$ cat src/rtl/core/hlcs_pkg.sv
// package: types, constants, threshold tables and helper functions of the hold length sampler
`timescale 1ns / 1ps

package hlcs_pkg;

	localparam int unsigned NUM_THR = 19;
	localparam int unsigned HOLD_W = 5;
	localparam int unsigned SAMPLE_W = 16;
	localparam int unsigned RNG_W = 32;
	localparam int unsigned WCLS_W = 4;

	localparam logic [RNG_W-1:0] SEED_RESET = 32'd1;

	localparam logic KIND_FIRE = 1'b0;
	localparam logic KIND_JUMP = 1'b1;

	localparam logic [WCLS_W-1:0] WCLS_3 = 4'd3;
	localparam logic [WCLS_W-1:0] WCLS_4 = 4'd4;
	localparam logic [WCLS_W-1:0] WCLS_5 = 4'd5;
	localparam logic [WCLS_W-1:0] WCLS_6 = 4'd6;
	localparam logic [WCLS_W-1:0] WCLS_7 = 4'd7;
	localparam logic [WCLS_W-1:0] WCLS_8 = 4'd8;
	localparam logic [WCLS_W-1:0] WCLS_9 = 4'd9;
	localparam logic [WCLS_W-1:0] WCLS_10 = 4'd10;

	localparam logic [HOLD_W-1:0] HOLD_NONE = 5'd0;
	localparam logic [HOLD_W-1:0] HOLD_CONT_SLOW = 5'd3;
	localparam logic [HOLD_W-1:0] HOLD_CONT_FAST = 5'd1;

	typedef logic [SAMPLE_W-1:0] thr_tbl_t [NUM_THR];

	// cumulative thresholds, padded with the top value
	localparam thr_tbl_t THR_W3 = '{
		16'd21177, 16'd50622, 16'd61493, 16'd64460, 16'd65238, 16'd65450, 16'd65511,
		16'd65529, 16'd65535, 16'd65535, 16'd65535, 16'd65535, 16'd65535, 16'd65535,
		16'd65535, 16'd65535, 16'd65535, 16'd65535, 16'd65535};
	localparam thr_tbl_t THR_W4 = '{
		16'd11988, 16'd30261, 16'd43975, 16'd52713, 16'd58074, 16'd61363, 16'd63407,
		16'd64701, 16'd65535, 16'd65535, 16'd65535, 16'd65535, 16'd65535, 16'd65535,
		16'd65535, 16'd65535, 16'd65535, 16'd65535, 16'd65535};
	localparam thr_tbl_t THR_W5 = '{
		16'd8156, 16'd23263, 16'd36503, 16'd46045, 16'd52528, 16'd56869, 16'd59784,
		16'd61760, 16'd63115, 16'd64057, 16'd64721, 16'd65194, 16'd65535, 16'd65535,
		16'd65535, 16'd65535, 16'd65535, 16'd65535, 16'd65535};
	localparam thr_tbl_t THR_W8 = '{
		16'd10834, 16'd29162, 16'd43257, 16'd52190, 16'd57577, 16'd60808, 16'd62767,
		16'd63975, 16'd64734, 16'd65219, 16'd65535, 16'd65535, 16'd65535, 16'd65535,
		16'd65535, 16'd65535, 16'd65535, 16'd65535, 16'd65535};
	localparam thr_tbl_t THR_W9 = '{
		16'd8743, 16'd26625, 16'd41419, 16'd51014, 16'd56804, 16'd60241, 16'd62290,
		16'd63529, 16'd64290, 16'd64766, 16'd65068, 16'd65263, 16'd65392, 16'd65477,
		16'd65535, 16'd65535, 16'd65535, 16'd65535, 16'd65535};
	localparam thr_tbl_t THR_JUMP = '{
		16'd11323, 16'd29206, 16'd42761, 16'd51399, 16'd56679, 16'd59899, 16'd61889,
		16'd63139, 16'd63939, 16'd64461, 16'd64807, 16'd65040, 16'd65200, 16'd65311,
		16'd65389, 16'd65444, 16'd65484, 16'd65514, 16'd65535};

	typedef enum logic [3:0] {
		OP_ZERO,
		OP_CONT_SLOW,
		OP_CONT_FAST,
		OP_W3,
		OP_W4,
		OP_W5,
		OP_W8,
		OP_W9,
		OP_JUMP
	} op_t;

	function automatic op_t decode_op(logic kind, logic [WCLS_W-1:0] weapon);
		op_t op;
		op = OP_ZERO;
		if (kind == KIND_JUMP) begin
			op = OP_JUMP;
		end else begin
			case (weapon)
				WCLS_3: op = OP_W3;
				WCLS_4: op = OP_W4;
				WCLS_5: op = OP_W5;
				WCLS_8: op = OP_W8;
				WCLS_9: op = OP_W9;
				WCLS_6: op = OP_CONT_SLOW;
				WCLS_7: op = OP_CONT_SLOW;
				WCLS_10: op = OP_CONT_FAST;
				default: op = OP_ZERO;
			endcase
		end
		return op;
	endfunction

	function automatic logic op_draws(op_t op);
		logic d;
		case (op)
			OP_ZERO: d = 1'b0;
			OP_CONT_SLOW: d = 1'b0;
			OP_CONT_FAST: d = 1'b0;
			default: d = 1'b1;
		endcase
		return d;
	endfunction

	function automatic logic [RNG_W-1:0] xorshift32(logic [RNG_W-1:0] s);
		logic [RNG_W-1:0] a;
		logic [RNG_W-1:0] b;
		a = s ^ (s << 13);
		b = a ^ (a >> 17);
		return b ^ (b << 5);
	endfunction

endpackage

$ cat src/rtl/core/hlcs_if.sv
// interfaces: request and response channels of the hold length sampler
`timescale 1ns / 1ps

interface hlcs_req_if;
	logic valid;
	logic ready;
	logic kind;
	logic [hlcs_pkg::WCLS_W-1:0] weapon;

	modport source(output valid, output kind, output weapon, input ready);
	modport sink(input valid, input kind, input weapon, output ready);
endinterface

interface hlcs_rsp_if;
	logic valid;
	logic ready;
	logic [hlcs_pkg::HOLD_W-1:0] hold_frames;

	modport source(output valid, output hold_frames, input ready);
	modport sink(input valid, input hold_frames, output ready);
endinterface

$ cat src/rtl/core/hlcs_rng.sv
// module: xorshift32 generator state with seed load
`timescale 1ns / 1ps

module hlcs_rng (
	input  logic                            clk,
	input  logic                            arst_n,
	input  logic                            cfg_we,
	input  logic [hlcs_pkg::RNG_W-1:0]      cfg_wdata,
	input  logic                            draw,
	output logic [hlcs_pkg::SAMPLE_W-1:0]   sample,
	output logic [hlcs_pkg::RNG_W-1:0]      state
);

	logic [hlcs_pkg::RNG_W-1:0] rng_q;
	logic [hlcs_pkg::RNG_W-1:0] rng_next;

	assign rng_next = hlcs_pkg::xorshift32(rng_q);
	assign sample = rng_next[hlcs_pkg::SAMPLE_W-1:0];
	assign state = rng_q;

	always_ff @(posedge clk or negedge arst_n) begin
		if (!arst_n) begin
			rng_q <= hlcs_pkg::SEED_RESET;
		end else if (cfg_we) begin
			rng_q <= cfg_wdata;
		end else if (draw) begin
			rng_q <= rng_next;
		end
	end

endmodule

$ cat src/rtl/core/hlcs_lookup.sv
// module: threshold compare and first-match select giving the hold length
`timescale 1ns / 1ps

module hlcs_lookup (
	input  hlcs_pkg::op_t                   op,
	input  logic [hlcs_pkg::SAMPLE_W-1:0]   sample,
	output logic [hlcs_pkg::HOLD_W-1:0]     hold
);

	hlcs_pkg::thr_tbl_t tbl;
	logic [hlcs_pkg::HOLD_W-1:0] pos;

	always_comb begin
		case (op)
			hlcs_pkg::OP_W3: tbl = hlcs_pkg::THR_W3;
			hlcs_pkg::OP_W4: tbl = hlcs_pkg::THR_W4;
			hlcs_pkg::OP_W5: tbl = hlcs_pkg::THR_W5;
			hlcs_pkg::OP_W8: tbl = hlcs_pkg::THR_W8;
			hlcs_pkg::OP_W9: tbl = hlcs_pkg::THR_W9;
			default: tbl = hlcs_pkg::THR_JUMP;
		endcase
	end

	// first threshold not below the sample
	always_comb begin
		pos = hlcs_pkg::HOLD_W'(hlcs_pkg::NUM_THR);
		for (int i = hlcs_pkg::NUM_THR - 1; i >= 0; i--) begin
			if (sample <= tbl[i]) begin
				pos = hlcs_pkg::HOLD_W'(i + 1);
			end
		end
	end

	always_comb begin
		case (op)
			hlcs_pkg::OP_ZERO: hold = hlcs_pkg::HOLD_NONE;
			hlcs_pkg::OP_CONT_SLOW: hold = hlcs_pkg::HOLD_CONT_SLOW;
			hlcs_pkg::OP_CONT_FAST: hold = hlcs_pkg::HOLD_CONT_FAST;
			default: hold = pos;
		endcase
	end

endmodule

$ cat src/rtl/core/hold_length_cdf_sampler_core.sv
// top level: hold length sampler with request register, lookup and response register
`timescale 1ns / 1ps

// Hold length sampler. Each request item (kind, weapon) yields one response item with
// hold_frames. Jump requests and fire requests for classes 3, 4, 5, 8 and 9 advance the
// xorshift32 generator and map its low 16 bits through a cumulative threshold table;
// classes 6 and 7 give 3, class 10 gives 1, other ids give 0 and leave the generator alone.
// One item is accepted every cycle unless a low rsp.ready stalls the output; each response
// passes through the request register, then the response register after the threshold compare.
// The generator advances in the accept cycle, so back-to-back draws need no stall.
// Writing cfg_wdata with cfg_we loads the generator; reset loads 1. Write only while idle.

module hold_length_cdf_sampler_core (
	input  logic                        clk,
	input  logic                        arst_n,
	hlcs_req_if.sink                    req,
	hlcs_rsp_if.source                  rsp,
	input  logic                        cfg_we,
	input  logic [hlcs_pkg::RNG_W-1:0]  cfg_wdata
);

	logic in_acc;
	logic draw;
	logic adv_s1;
	logic out_free;
	hlcs_pkg::op_t in_op;
	logic [hlcs_pkg::SAMPLE_W-1:0] sample;
	logic [hlcs_pkg::RNG_W-1:0] rng_state;

	logic valid_s1;
	hlcs_pkg::op_t op_s1;
	logic [hlcs_pkg::SAMPLE_W-1:0] sample_s1;

	logic valid_s2;
	logic [hlcs_pkg::HOLD_W-1:0] hold_s2;
	logic [hlcs_pkg::HOLD_W-1:0] hold;

	assign out_free = !valid_s2 || rsp.ready;
	assign adv_s1 = valid_s1 && out_free;
	assign req.ready = !valid_s1 || out_free;
	assign in_acc = req.valid && req.ready;
	assign in_op = hlcs_pkg::decode_op(req.kind, req.weapon);
	assign draw = in_acc && hlcs_pkg::op_draws(in_op);

	hlcs_rng u_rng (
		.clk       (clk),
		.arst_n    (arst_n),
		.cfg_we    (cfg_we),
		.cfg_wdata (cfg_wdata),
		.draw      (draw),
		.sample    (sample),
		.state     (rng_state)
	);

	hlcs_lookup u_lookup (
		.op     (op_s1),
		.sample (sample_s1),
		.hold   (hold)
	);

	always_ff @(posedge clk or negedge arst_n) begin
		if (!arst_n) begin
			valid_s1 <= 1'b0;
			valid_s2 <= 1'b0;
		end else begin
			if (req.ready) begin
				valid_s1 <= req.valid;
			end
			if (out_free) begin
				valid_s2 <= valid_s1;
			end
		end
	end

	always_ff @(posedge clk) begin
		if (in_acc) begin
			op_s1 <= in_op;
			sample_s1 <= sample;
		end
		if (adv_s1) begin
			hold_s2 <= hold;
		end
	end

	assign rsp.valid = valid_s2;
	assign rsp.hold_frames = hold_s2;

`ifndef SYNTH
	a_seed_load: assert property (@(posedge clk) disable iff (!arst_n)
		cfg_we |=> rng_state == $past(cfg_wdata))
		else $error("generator did not take the seed");

	a_no_draw_hold: assert property (@(posedge clk) disable iff (!arst_n)
		(in_acc && !hlcs_pkg::op_draws(in_op) && !cfg_we) |=> rng_state == $past(rng_state))
		else $error("generator moved on a non-drawing item");

	a_draw_nonzero: assert property (@(posedge clk) disable iff (!arst_n)
		(adv_s1 && hlcs_pkg::op_draws(op_s1)) |=> hold_s2 != hlcs_pkg::HOLD_NONE)
		else $error("drawn hold length is zero");

	a_hold_range: assert property (@(posedge clk) disable iff (!arst_n)
		valid_s2 |-> hold_s2 <= hlcs_pkg::HOLD_W'(hlcs_pkg::NUM_THR))
		else $error("hold length out of range");
`endif

endmodule
$ cat src/flat_wrapper.sv
// flat-port wrapper written by rule: the top's interface ports become plain ports
module hold_length_cdf_sampler_core_flat 
  (clk, arst_n, cfg_we, cfg_wdata, req_valid, req_kind, req_weapon, req_ready, rsp_valid, rsp_hold_frames, rsp_ready);
  hlcs_req_if req_i ();
  hlcs_rsp_if rsp_i ();
  input  logic clk;
  input  logic arst_n;
  input  logic cfg_we;
  input  logic [hlcs_pkg::RNG_W-1:0] cfg_wdata;
  input wire logic [$bits(req_i.valid)-1:0] req_valid;
  input wire logic [$bits(req_i.kind)-1:0] req_kind;
  input wire logic [$bits(req_i.weapon)-1:0] req_weapon;
  output wire logic [$bits(req_i.ready)-1:0] req_ready;
  output wire logic [$bits(rsp_i.valid)-1:0] rsp_valid;
  output wire logic [$bits(rsp_i.hold_frames)-1:0] rsp_hold_frames;
  input wire logic [$bits(rsp_i.ready)-1:0] rsp_ready;
  assign req_i.valid = req_valid;
  assign req_i.kind = req_kind;
  assign req_i.weapon = req_weapon;
  assign req_ready = req_i.ready;
  assign rsp_valid = rsp_i.valid;
  assign rsp_hold_frames = rsp_i.hold_frames;
  assign rsp_i.ready = rsp_ready;
  hold_length_cdf_sampler_core u_core (.clk(clk), .arst_n(arst_n), .req(req_i), .rsp(rsp_i), .cfg_we(cfg_we), .cfg_wdata(cfg_wdata));
endmodule
$ cat config.mk
export PLATFORM = sky130hd
export DESIGN_NAME = hold_length_cdf_sampler_core_flat
export DESIGN_NICKNAME = d
export VERILOG_FILES = /design/src/rtl/core/hlcs_pkg.sv /design/src/rtl/core/hlcs_if.sv /design/src/rtl/core/hlcs_rng.sv /design/src/rtl/core/hlcs_lookup.sv /design/src/rtl/core/hold_length_cdf_sampler_core.sv /design/src/flat_wrapper.sv
export SDC_FILE = /design/constraint.sdc
export NUM_CORES = 1
export LEC_CHECK = 0
export ABC_AREA = 1
export BUFFER_PORTS_ARGS = -buffer_cell sky130_fd_sc_hd__buf_2
export CORE_ASPECT_RATIO = 0.5
export CORE_MARGIN = 1
export CORE_UTILIZATION = 55
export DETAILED_ROUTE_END_ITERATION = 6
export GPL_TIMING_DRIVEN = 0
export PLACE_DENSITY = 0.77
export SLEW_MARGIN = 20
export SYNTH_ARGS = -nofsm -noshare
export SYNTH_HDL_FRONTEND = slang
export SYNTH_HIERARCHICAL = 1
export SYNTH_SLANG_ARGS = --single-unit
export TNS_END_PERCENT = 50
$ cat constraint.sdc
create_clock -name clk -period 6.6 [get_ports clk]
set_clock_uncertainty 0.15 [all_clocks]
set_input_delay 0.33 -clock clk [delete_from_list [all_inputs] [get_ports clk]]
set_output_delay 0.33 -clock clk [all_outputs]
set_load 0.02 [all_outputs]
==> out/results.txt <==
Tightest Pin Transition: 1150 ps
Lkg Pwr: 4.33 nW
RR Endpoint: u_core/rsp.hold_frames[1]
Critical Path Sink Type: flop
Avg WL per Cell: 16.9 um
Peak VDD IR: 167 uV
GRT Residual Overflow: 0
I/O Pins: 49
first-pass GRT wire length: 36,800 um
Slew HR: 22.8%
# fillers: 1,171
Post-Route WL: 22,300 um
Critical R2R Launch: u_core/op_s1[3]
Critical path buffers and inverters: 3
Synth async-reset ratio: 57.6%
Synth top area share: 22.0%
internal power: 1.15 mW
Crit path largest cell delay: 880 ps
status: finished clean
WP depth: 21
vias per inst: 5.93
Num CTS Buffers: 9
switching share of power: 45.7%
Worst-path clk slew: 60 ps
placed insts: 1,302
residual DRC count: 0
final worst slack: 1920 ps
critical path fanouts, max: 11
top post-synthesis cells by count: 320 x nand2_1, 149 x inv_1, 132 x ha_1
Crit Path Category: reg -> reg
Die W: 167 um
Synthesis Warnings: 6
hold wc startpoint: cfg_wdata[6]
Buffers on Ports: 47
Initial Util: 57.8%
Psw: 0.965 mW
Max Cap Violations: 0
clk_lat worst skew: 340 ps
Yosys reg bits: 59
post-synthesis sequential area ratio: 21.3%
Crit path required time: 6530 ps
vias in the first global route: 7,469
WHS: 79.6 ps
Mapped Nets: 1,259
CP endpoint: u_core/rsp.hold_frames[1]
largest net degree at the start of global routing: 35
share of cells above drive strength 1: 9.83%
TritonCTS clock tree: done
Post-Syn Instances: 1,085
crit path cell chain: inv_1 > nand2_2 > buf_4 > nor2_1 > inv_1 > nand2_1 > ha_1 > nand2_1 > o21ai_0 > a21o_1 > nand3_1 > nand2_1 > a21oi_1 > nor4_1 > nand2_1 > a31oi_1 > nor2_1 > nor2_1 > nor2_1 > o21ai_0 > o21ai_0
Critical Path Source: u_core/op_s1[3]
nets: 1,318
diode count: 0
P per Cell Area: 255 nW/um^2
Yosys top cell by area: ha_1
R2R depth: 21
CP max-delay cell: nor2_1
worst hold path depth: 3
fin crit share: 70.9%
unrepaired setup endpoints after global routing: no
post-synth cell types: 52
Fin Setup TNS: 0 ps
Post-synth EDFFs: 25
Seq pwr share: 29.1%
Max Clk Rate: 214 MHz
CTS sink cnt: 59
final RePlAce weighted congestion: 0.950
hold crit path type: in -> reg
Critical Path AT: 4610 ps
CTS max path bufs: 2
# rows: 29
Tmin final: 4680 ps
router iterations before antenna repair: 5
register-to-register path setup slack: 1920 ps
type of origin of the critical path: flop
Max Slew Vio Count: 0
Final Hold Fails: 0
detailed-route via count: 7,826
Clock power frac: 22.3%
post-cts resize count: 0
Die Y-Extent: 84.6 um
kind of cell adding the most delay to the critical path: simple AND/OR/NAND/NOR gates
Mapped Area: 7510 sq um
Synth area leaders: ha_1 22%, nand2_1 16%, dfrtp_1 11%, edfxtp_1 10%, inv_1 7.4%
Final Non-Filler Cells: 1,319
syn_area_per_cell: 6.92 sq um
Place WS: 2070 ps
P&R area growth vs syn: 10.0%
core area: 13,000 sq um
ys flop type: dfrtp_1
Routed Antenna Nets: 0
initial antenna violation count: 0
gr usage total: 32.9%
post-DP HPWL: 16,900 um
combinational power share: 48.7%
Root Driver: clkbuf_16
most frequent cell after synthesis: nand2_1
die area: 14,200 sq um
final setup vio count: 0
DR iter-0 viols: 812
CTS H-tree depth: 3
## state kept, by name (all words and copies together), names as in the netlist
name,flops
u_core/valid_s1,1
u_core/op_s1,4
u_core/rsp.hold_frames,5
u_core/sample_s1,16
u_core/u_rng/state,32
u_core/rsp.valid,1
## area by class of cell
cell class                 count  area (sq um)  share of cell area, %
buffer                        12          67.6                  0.817
sequential                    59          1600                   19.4
inverter                     157           589                   7.13
clock buffer                  10           229                   2.77
timing repair buffer          48           245                   2.97
tap                          170           213                   2.57
multi-input combinational    857          5250                   63.6
clock inverter                 6          65.1                  0.787
## per-layer routing
layer	track usage (%)	share of wire, %	vias to the layer above
met5	0	0	-
li1	-	-	3808
met2	54.6	44	373
met3	4.76	8.3	56
met4	12.2	2.7	0
met1	43.9	45	3589
## worst min path at each step
stage	to	slack (ps)
2_1_floorplan	u_core/rsp.valid	-120
3_3_place_gp	u_core/u_rng/state[4]	310
3_5_place_dp	u_core/u_rng/state[30]	300
4_1_cts	u_core/u_rng/state[6]	70
5_1_grt	u_core/u_rng/state[6]	100
6_report	u_core/u_rng/state[6]	80
## tightest hold or removal path: cells and delay by family
kind	cells	cell delay, ps
buffers and inverters	1	70
AOI/OAI and AO/OA	1	70
and+or+nand+nor	1	60
## power groups by stage
stage	clock network [mW]	logic (mW)	registers, mW
5_1_grt	0.488	1.17	0.625
3_5_place_dp	0	0.995	0.615
3_3_place_gp	0	0.953	0.613
2_1_floorplan	0	0.760	0.562
4_1_cts	0.475	1.00	0.610
6_report	0.470	1.03	0.614
## metrics by stage
step | area, sq um | utilization (%) | power (mW)
5_1_grt | 8270 | 63.6 | 2.28
3_3_place_gp | 7960 | 61.3 | 1.57
4_1_cts | 8270 | 63.6 | 2.09
6_report | 8270 | 63.6 | 2.11
3_5_place_dp | 7960 | 61.3 | 1.61
2_1_floorplan | 7510 | - | 1.32
## placed cells by master (no fill, tap or decap), types with 3 or more instances in the layout
cell type | Yosys | final
o21ai_1 | 13 | 13
nor2_2 | 3 | 3
nand3_2 | 4 | 4
xor2_1 | 3 | 3
nor2_1 | 65 | 65
edfxtp_1 | 25 | 25
nor3_1 | 14 | 14
o21a_1 | 3 | 3
and2_1 | 7 | 7
inv_1 | 149 | 149
nand3_1 | 60 | 60
ha_1 | 132 | 132
a22oi_1 | 35 | 35
a221oi_1 | 7 | 7
buf_2 | 6 | 53
nand4_1 | 19 | 19
o31ai_1 | 3 | 3
inv_2 | 8 | 8
o211ai_1 | 8 | 8
clkbuf_16 | 0 | 9
nand2_2 | 8 | 8
a21oi_1 | 63 | 63
a21oi_2 | 5 | 5
clkbuf_1 | 3 | 4
dfrtp_1 | 33 | 33
nor4_1 | 4 | 4
o221ai_1 | 4 | 4
o21bai_1 | 6 | 6
nor2_4 | 3 | 3
o21ai_0 | 32 | 32
nand2_4 | 3 | 3
nand2_1 | 320 | 320
xnor2_1 | 11 | 11
## cells by family (layout without fill, tap and decap cells)
family                   count (synthesis)  count (layout)  synth area share (%)
adder cells (fa/ha/maj)                132             132                  22.0
AO/OA/AOI/OAI                          195             195                  16.5
XOR/XNOR                                14              14                  1.63
flip-flops                              59              59                  21.3
buffers and inverters                  169             233                  8.74
AND/OR/NAND/NOR                        516             516                  29.8
## timing repair
| item | in CTS | in global routing |
|---|---|---|
| endpoints found under the hold margin | 33 | 0 |
| hold buffers | 1 | 0 |
| setup buffers | 0 | 0 |
(Power assumes the default switching activity.)
